<file path="src/fqpi_pkg.sv">
// Shared types and constants for the queue with positional insert.
// Used by fqpi_cell, fqpi_ctrl and the top level; depends on nothing.
package fqpi_pkg;

	localparam int DEPTH  = 8;
	localparam int WORD_W = 32;
	localparam int CMD_W  = 3;
	localparam int POS_W  = 4;
	localparam int CNT_W  = 4;
	localparam int STAT_W = 2;
	localparam int IDX_W  = $clog2(DEPTH);
	localparam int OCC_W  = $clog2(DEPTH + 1);

	localparam int IN_BITS  = CMD_W + WORD_W + POS_W;
	localparam int IN_W     = ((IN_BITS + 7) / 8) * 8;
	localparam int OUT_BITS = WORD_W + STAT_W + CNT_W;
	localparam int OUT_W    = ((OUT_BITS + 7) / 8) * 8;

	typedef enum logic [CMD_W-1:0] {
		CMD_ENQ  = 3'd0,
		CMD_DEQ  = 3'd1,
		CMD_PEEK = 3'd2,
		CMD_CLR  = 3'd3,
		CMD_INS  = 3'd4
	} cmd_t;

	typedef enum logic [STAT_W-1:0] {
		ST_OK     = 2'd0,
		ST_FULL   = 2'd1,
		ST_EMPTY  = 2'd2,
		ST_BADPOS = 2'd3
	} status_t;

	typedef enum logic [1:0] {
		CELL_HOLD,
		CELL_PUSH,
		CELL_POP
	} cell_op_t;

	// Broadcast to every cell of the chain.
	typedef struct packed {
		cell_op_t          op;
		logic [IDX_W-1:0]  pos;
		logic [WORD_W-1:0] value;
	} cell_ctl_t;

	typedef struct packed {
		logic [CNT_W-1:0]  count;
		status_t           status;
		logic [WORD_W-1:0] data;
	} result_t;

endpackage

</file>
<file path="src/fqpi_cell.sv">
// One storage cell of the queue chain: holds one word, takes its left or right
// neighbour or the new word as the broadcast control says. Depends on fqpi_pkg.
module fqpi_cell (
	input  logic                              clk,
	input  logic [fqpi_pkg::IDX_W-1:0]        idx,
	input  fqpi_pkg::cell_ctl_t               ctl,
	input  logic signed [fqpi_pkg::WORD_W-1:0] left,
	input  logic signed [fqpi_pkg::WORD_W-1:0] right,
	output logic signed [fqpi_pkg::WORD_W-1:0] word_q
);

	always_ff @(posedge clk) begin
		unique case (ctl.op)
			fqpi_pkg::CELL_PUSH: begin
				if (idx == ctl.pos) begin
					word_q <= ctl.value;
				end else if (idx > ctl.pos) begin
					word_q <= left;
				end
			end
			fqpi_pkg::CELL_POP: begin
				word_q <= right;
			end
			default: begin
			end
		endcase
	end

endmodule

</file>
<file path="src/fqpi_ctrl.sv">
// Command decode and occupancy tracking for the queue; drives the cell chain
// and forms the result of each command. Depends on fqpi_pkg.
module fqpi_ctrl (
	input  logic                              clk,
	input  logic                              arst_n,
	input  logic                              acc,
	input  logic [fqpi_pkg::CMD_W-1:0]        cmd,
	input  logic signed [fqpi_pkg::WORD_W-1:0] value,
	input  logic [fqpi_pkg::POS_W-1:0]        position,
	input  logic signed [fqpi_pkg::WORD_W-1:0] head,
	output fqpi_pkg::cell_ctl_t               ctl,
	output fqpi_pkg::result_t                 res
);

	logic [fqpi_pkg::OCC_W-1:0] occ_q;
	logic [fqpi_pkg::OCC_W-1:0] occ_d;
	logic                       empty;
	logic                       full;

	assign empty = (occ_q == '0);
	assign full  = (occ_q == fqpi_pkg::OCC_W'(fqpi_pkg::DEPTH));

	always_comb begin
		ctl.op     = fqpi_pkg::CELL_HOLD;
		ctl.pos    = fqpi_pkg::IDX_W'(occ_q);
		ctl.value  = value;
		occ_d      = occ_q;
		res.status = fqpi_pkg::ST_OK;
		res.data   = empty ? '1 : head;
		unique case (cmd)
			fqpi_pkg::CMD_ENQ: begin
				if (full) begin
					res.status = fqpi_pkg::ST_FULL;
				end else begin
					ctl.op = fqpi_pkg::CELL_PUSH;
					occ_d  = occ_q + 1'b1;
					if (empty) begin
						res.data = value;
					end
				end
			end
			fqpi_pkg::CMD_DEQ: begin
				if (empty) begin
					res.status = fqpi_pkg::ST_EMPTY;
				end else begin
					ctl.op = fqpi_pkg::CELL_POP;
					occ_d  = occ_q - 1'b1;
				end
			end
			fqpi_pkg::CMD_PEEK: begin
				if (empty) begin
					res.status = fqpi_pkg::ST_EMPTY;
				end
			end
			fqpi_pkg::CMD_CLR: begin
				occ_d    = '0;
				res.data = '1;
			end
			fqpi_pkg::CMD_INS: begin
				if (full) begin
					res.status = fqpi_pkg::ST_FULL;
				end else if (32'(position) > 32'(occ_q)) begin
					res.status = fqpi_pkg::ST_BADPOS;
				end else begin
					ctl.op  = fqpi_pkg::CELL_PUSH;
					ctl.pos = fqpi_pkg::IDX_W'(position);
					occ_d   = occ_q + 1'b1;
					// Inserting at the head makes the new word the head.
					if (position == '0) begin
						res.data = value;
					end
				end
			end
			default: begin
			end
		endcase
		if (!acc) begin
			ctl.op = fqpi_pkg::CELL_HOLD;
		end
		res.count = fqpi_pkg::CNT_W'(occ_d);
	end

	always_ff @(posedge clk or negedge arst_n) begin
		if (!arst_n) begin
			occ_q <= '0;
		end else if (acc) begin
			occ_q <= occ_d;
		end
	end

	a_occ_bound: assert property (@(posedge clk) disable iff (!arst_n)
		occ_q <= fqpi_pkg::OCC_W'(fqpi_pkg::DEPTH))
		else $error("occupancy beyond depth");

	a_clear_empties: assert property (@(posedge clk) disable iff (!arst_n)
		acc && cmd == fqpi_pkg::CMD_CLR |=> occ_q == '0)
		else $error("clear left words in the queue");

	a_peek_keeps: assert property (@(posedge clk) disable iff (!arst_n)
		acc && cmd == fqpi_pkg::CMD_PEEK |=> occ_q == $past(occ_q))
		else $error("peek changed the occupancy");

	a_hold_idle: assert property (@(posedge clk) disable iff (!arst_n)
		!acc |-> ctl.op == fqpi_pkg::CELL_HOLD)
		else $error("cells moved without an accepted beat");

endmodule

</file>
<file path="src/fifo_queue_with_positional_insert.sv">
// Top level of the bounded queue with positional insert: a chain of word cells,
// the command controller and an output result register. Depends on fqpi_pkg,
// fqpi_cell and fqpi_ctrl.
//
//  Channel | Direction | Beat contents
//  s_*     | in        | tdata: cmd[2:0], value[34:3], position[38:35], zero pad
//  m_*     | out       | tdata: data[31:0], status[33:32], count[37:34], zero pad
//
// Every command completes at the edge that accepts it: all cells shift, take the new
// word or hold in parallel, so a beat can be accepted on every clock edge unless a waiting result is stalled.
// The result register is the only stage; a new command is taken while the
// previous result is being taken in the same cycle.
// Reset clears the occupancy and empties the result register; the stored words
// are left as they are and are never read before being written.
// While m_tready is low with a result waiting, s_tready stays low.
module fifo_queue_with_positional_insert (
	input  logic                            clk,
	input  logic                            arst_n,
	input  logic                            s_tvalid,
	output logic                            s_tready,
	input  logic [fqpi_pkg::IN_W-1:0]       s_tdata,  // cmd, value, position
	output logic                            m_tvalid,
	input  logic                            m_tready,
	output logic [fqpi_pkg::OUT_W-1:0]      m_tdata   // data, status, count
);

	logic                               acc;
	logic [fqpi_pkg::CMD_W-1:0]         cmd;
	logic signed [fqpi_pkg::WORD_W-1:0] value;
	logic [fqpi_pkg::POS_W-1:0]         position;
	logic signed [fqpi_pkg::WORD_W-1:0] word_q [fqpi_pkg::DEPTH];
	fqpi_pkg::cell_ctl_t                ctl;
	fqpi_pkg::result_t                  res;
	fqpi_pkg::result_t                  res_q;
	logic                               out_valid_q;

	assign cmd      = s_tdata[fqpi_pkg::CMD_W-1:0];
	assign value    = s_tdata[fqpi_pkg::CMD_W +: fqpi_pkg::WORD_W];
	assign position = s_tdata[fqpi_pkg::CMD_W + fqpi_pkg::WORD_W +: fqpi_pkg::POS_W];

	assign s_tready = !out_valid_q || m_tready;
	assign acc      = s_tvalid && s_tready;

	fqpi_ctrl u_ctrl (
		.clk      (clk),
		.arst_n   (arst_n),
		.acc      (acc),
		.cmd      (cmd),
		.value    (value),
		.position (position),
		.head     (word_q[0]),
		.ctl      (ctl),
		.res      (res)
	);

	for (genvar i = 0; i < fqpi_pkg::DEPTH; i++) begin : g_cell
		logic signed [fqpi_pkg::WORD_W-1:0] left;
		logic signed [fqpi_pkg::WORD_W-1:0] right;

		if (i == 0) begin : g_first
			assign left = word_q[i];
		end else begin : g_mid_l
			assign left = word_q[i-1];
		end
		if (i == fqpi_pkg::DEPTH - 1) begin : g_last
			assign right = word_q[i];
		end else begin : g_mid_r
			assign right = word_q[i+1];
		end

		fqpi_cell u_cell (
			.clk    (clk),
			.idx    (fqpi_pkg::IDX_W'(i)),
			.ctl    (ctl),
			.left   (left),
			.right  (right),
			.word_q (word_q[i])
		);
	end

	always_ff @(posedge clk or negedge arst_n) begin
		if (!arst_n) begin
			out_valid_q <= 1'b0;
		end else if (acc) begin
			out_valid_q <= 1'b1;
		end else if (m_tready) begin
			out_valid_q <= 1'b0;
		end
	end

	always_ff @(posedge clk) begin
		if (acc) begin
			res_q <= res;
		end
	end

	assign m_tvalid = out_valid_q;
	assign m_tdata  = fqpi_pkg::OUT_W'(res_q);

	a_full_count: assert property (@(posedge clk) disable iff (!arst_n)
		m_tvalid && res_q.status == fqpi_pkg::ST_FULL
		|-> res_q.count == fqpi_pkg::CNT_W'(fqpi_pkg::DEPTH))
		else $error("full refusal with room left");

	a_empty_result: assert property (@(posedge clk) disable iff (!arst_n)
		m_tvalid && res_q.status == fqpi_pkg::ST_EMPTY
		|-> res_q.count == '0 && res_q.data == '1)
		else $error("empty refusal with words held or wrong data");

endmodule

</file>
<file path="config.mk">
export PLATFORM = sky130hd
export DESIGN_NAME = fifo_queue_with_positional_insert
export DESIGN_NICKNAME = d
export VERILOG_FILES = /design/src/fqpi_pkg.sv /design/src/fqpi_cell.sv /design/src/fqpi_ctrl.sv /design/src/fifo_queue_with_positional_insert.sv
export SDC_FILE = /design/constraint.sdc
export NUM_CORES = 1
export LEC_CHECK = 0
export BUFFER_PORTS_ARGS = -buffer_cell sky130_fd_sc_hd__buf_4
export CORE_MARGIN = 2
export CORE_UTILIZATION = 33
export CTS_BUF_LIST = sky130_fd_sc_hd__clkbuf_2 sky130_fd_sc_hd__clkbuf_4 sky130_fd_sc_hd__clkbuf_8
export CTS_CLUSTER_SIZE = 24
export DETAILED_ROUTE_END_ITERATION = 8
export PLACE_DENSITY = 0.58
export SLEW_MARGIN = 10
export SYNTH_ARGS = -nofsm -noshare
export SYNTH_HDL_FRONTEND = slang
export SYNTH_SLANG_ARGS = --single-unit
</file>
<file path="constraint.sdc">
create_clock -name clk -period 6 [get_ports clk]
set_input_delay 1.2 -clock clk [delete_from_list [all_inputs] [get_ports clk]]
set_output_delay 1.2 -clock clk [all_outputs]
set_load 0.01 [all_outputs]
</file>
==> impl_metrics.csv <==
group,metric,value,unit
worst_setup_path,slowest_stage,"dfrtp_1",
worst_setup_path,start_kind,"flip-flop",
cts,clk_pin_slew,60,ps
synth,synth_edf_count,294,
drt,dr.pass1.iters,5,
sta,skew,21.51,ps
finish,final_cell_mix,"294 x edfxtp_1, 222 x o21ai_0, 128 x a2bb2oi_1",
run,drv_cap,0,
global_routing,grt_overflow,0,
worst_setup_path,critPathMaxFanout,36,
run_status,run_status,"finished, final reports clean",
sta,fin_crit_sh,0.7864,
drt,wl,49420,um
cts,cts_resized,0,
finish,drive_above_1_share,0.1828,
synth,ys_types,58,
drt,first_iter_violations,1255,
sta,setup_slack,1282,ps
cts,clockBufferDepth,3,
finish,final_nets,1547,
synth,netlist_area,16880,um^2
cts,clock_latency,640,ps
finish,layout_commonest_cell,"edfxtp_1",
global_routing,antenna_found_initial,1,
cts,clock_sinks,299,
worst_setup_path,crit_arrival,4990,ps
sta,relSlewSlack,0.1575,
global_routing,grt_max_degree,158,
power_and_ir_drop,peakVddDrop,0.2550,mV
drt,vias,12720,
synth,ys.flop_type,"edfxtp_1",
die,io_pins,86,
place,place_area,18000,um^2
finish,fillers,4815,
sta,tightest_slew,1264,ps
worst_setup_path,path_class,"reg2reg",
sta,rsz0062_at_grt,"false",
drt,viasPerCell,5.767,
worst_setup_path,setup.worst_path.end_class,"flip-flop",
die,rows,82,
global_routing,grt_pass1_wl,75560,um
place,gp_congestion,0.8096,
synth,synth_cells,1503,
die,core,50380,um^2
cts,h-tree-depth,2,
drt,drtAntennaViolNets,0,
sta,tns,0,ps
sta,period_needed,4718,ps
sta,max_freq,0.2119,GHz
cts,cts_made_buffers,51,
cts,cts_tree,"yes",
synth,seq_area_frac_synth,0.5304,
worst_setup_path,cp_data_required_time,6280,ps
die,die_h,230.2,um
global_routing,grt_pass1_vias,12260,
die,die_w,230.2,um
drt,drc_errors,0,
worst_setup_path,crit_chain,"inv_1, ha_1, nor2b_1, o211a_1, o211ai_1, nand3_1, nor2_1, ha_2, buf_4, o211ai_1, o22ai_4, buf_4",
finish,stdcell_area,18980,um^2
place,dp_hpwl,30370,um
power_and_ir_drop,powerDensity,366.8,nW/um^2
power_and_ir_drop,total_power,6959,uW
worst_setup_path,critPathTopFamily,"buffers and inverters",
power_and_ir_drop,p_leak,0.006066,uW
cts,cts_setup_buffers,0,
place,dp_slack,944.8,ps
die,start_util,0.3351,
sta,final-setup-viol-count,0,
worst_setup_path,slowest_delay,670,ps
synth,synth.ff_latch_count,299,
worst_setup_path,crit_buf_inv,3,
place,numPortBuffers,82,
sta,hold_viol,0,
cts,ctsRootBufferMaster,"clkbuf_8",
drt,wl_per_cell,22.41,um
finish,area_growth,12.41,%
synth,avgSynthCellArea,11.23,um^2
sta,slew_violations,0,
die,dieArea,52980,um^2
synth,ys_warn_count,0,
synth,synthArstFlopShare,0.01672,
min_path,hold_class,"in2async",
global_routing,track_usage,0.1824,
cts,ctsHoldBuffers,0,
report_power, final:
group | total, uW | internal, uW | leakage, uW | switching, uW
combinational | 2320 | 862 | 0.00280 | 1460
sequential | 2820 | 2690 | 0.00275 | 135
clock | 1820 | 961 | 0.000512 | 857
total | 6960 | 4510 | 0.00607 | 2450
stage by stage:
| step | util | instances | hold WS, ps |
|---|---|---|---|
| after CTS | 0.3766 | 2204 | 323.3 |
| after floorplan | - | 1504 | 500.0 |
| final | 0.3767 | 2205 | 359.8 |
| after global placement | 0.3574 | 2114 | 506.5 |
| after detailed placement | 0.3574 | 2114 | 519.2 |
| after global routing | 0.3767 | 2205 | 330.8 |
worst reg2reg max path, stage by stage (launching register included):
cell and delay (ps):
dfrtp_1 670, inv_1 270, ha_1 370, nor2b_1 170
o211a_1 250, o211ai_1 320, nand3_1 250, nor2_1 240
ha_2 220, buf_4 580, o211ai_1 270, o22ai_4 290
buf_4 450
per-layer routing:
layer,wire length (um),global-route usage,up-vias
li1,-,-,5798
met1,22440,0.2568,6302
met2,21960,0.2808,520
met3,3750,0.03683,96
met4,1263,0.05847,0
met5,0,0,-
cell families (layout without fill, tap and decap cells):
family / Yosys count / count (layout) / synth area share
AOI/OAI and AO/OA: 599 / 599 / 0.2354
xor gates and xnor gates: 5 / 5 / 0.002594
adders and majority gates: 8 / 8 / 0.005930
buffers and inverters: 186 / 214 / 0.04981
DFF: 299 / 299 / 0.5304
muxes: 165 / 165 / 0.1034
other: 1 / 3 / 0.0002221
and+or+nand+nor: 240 / 240 / 0.07227
synthesized netlist by cell type (3+ instances only):
library cell / count / area share
xnor2_1: 5 / 0.0026
buf_4: 8 / 0.0036
mux2_2: 58 / 0.039
o22ai_1: 4 / 0.0015
a2bb2oi_1: 128 / 0.066
a21oi_1: 15 / 0.0044
mux2i_1: 99 / 0.059
nand3_1: 11 / 0.0033
inv_1: 8 / 0.0018
nand2b_1: 38 / 0.014
buf_1: 6 / 0.0013
clkbuf_2: 3 / 0.00089
nor2_1: 44 / 0.0098
o31a_1: 32 / 0.017
a31oi_1: 97 / 0.036
mux2_1: 7 / 0.0047
buf_2: 9 / 0.0027
o21a_1: 66 / 0.029
o211ai_1: 4 / 0.0018
dfrtp_1: 5 / 0.0074
nand2_1: 83 / 0.018
nor3_1: 11 / 0.0033
a21o_1: 6 / 0.0027
edfxtp_1: 294 / 0.52
ha_1: 8 / 0.0059
clkbuf_1: 138 / 0.031
nor2b_1: 4 / 0.0015
nor3b_1: 32 / 0.014
o21ai_0: 222 / 0.066
o21ai_1: 12 / 0.0036
buf_6: 13 / 0.0087
path summary, 6_finish.rpt:
check / start / endpoint / slack, ps / cells past startpoint
max reg2reg: u_ctrl.occ_q[1]$_DFFE_PN0P_ / g_cell[0].u_cell.word_q[25]$_DFFE_PP_ / 1280 / 12
min reg2reg: g_cell[7].u_cell.word_q[23]$_DFFE_PN_ / g_cell[6].u_cell.word_q[23]$_DFFE_PP_ / 530 / 2
min in group clk: g_cell[7].u_cell.word_q[23]$_DFFE_PN_ / g_cell[6].u_cell.word_q[23]$_DFFE_PP_ / 530 / 2
max: u_ctrl.occ_q[1]$_DFFE_PN0P_ / g_cell[0].u_cell.word_q[25]$_DFFE_PP_ / 1280 / 12
max in group asynchronous: arst_n / u_ctrl.occ_q[0]$_DFFE_PN0P_ / 5530 / 1
min: arst_n / m_tvalid$_DFFE_PN0P_ / 360 / 1
final cells by class:
class	instances	area, um^2	share of cell area
Inverter	9	33.78	0.001780
Sequential cell	299	8954	0.4718
Antenna cell	1	2.502	0.0001319
Clock buffer	71	858.3	0.04523
Clock inverter	19	110.1	0.005802
Timing Repair Buffer	115	913.4	0.04813
Tap cell	672	840.8	0.04431
Multi-Input combinational cell	1019	7263	0.3828
registers in the layout, indices dropped and copies added, names as in the netlist:
signal / flops
m_tdata: 38
m_tvalid: 1
g_cell.u_cell.word_q: 256
u_ctrl.occ_q: 4
Note: power is estimated with default switching activity, not from simulation.
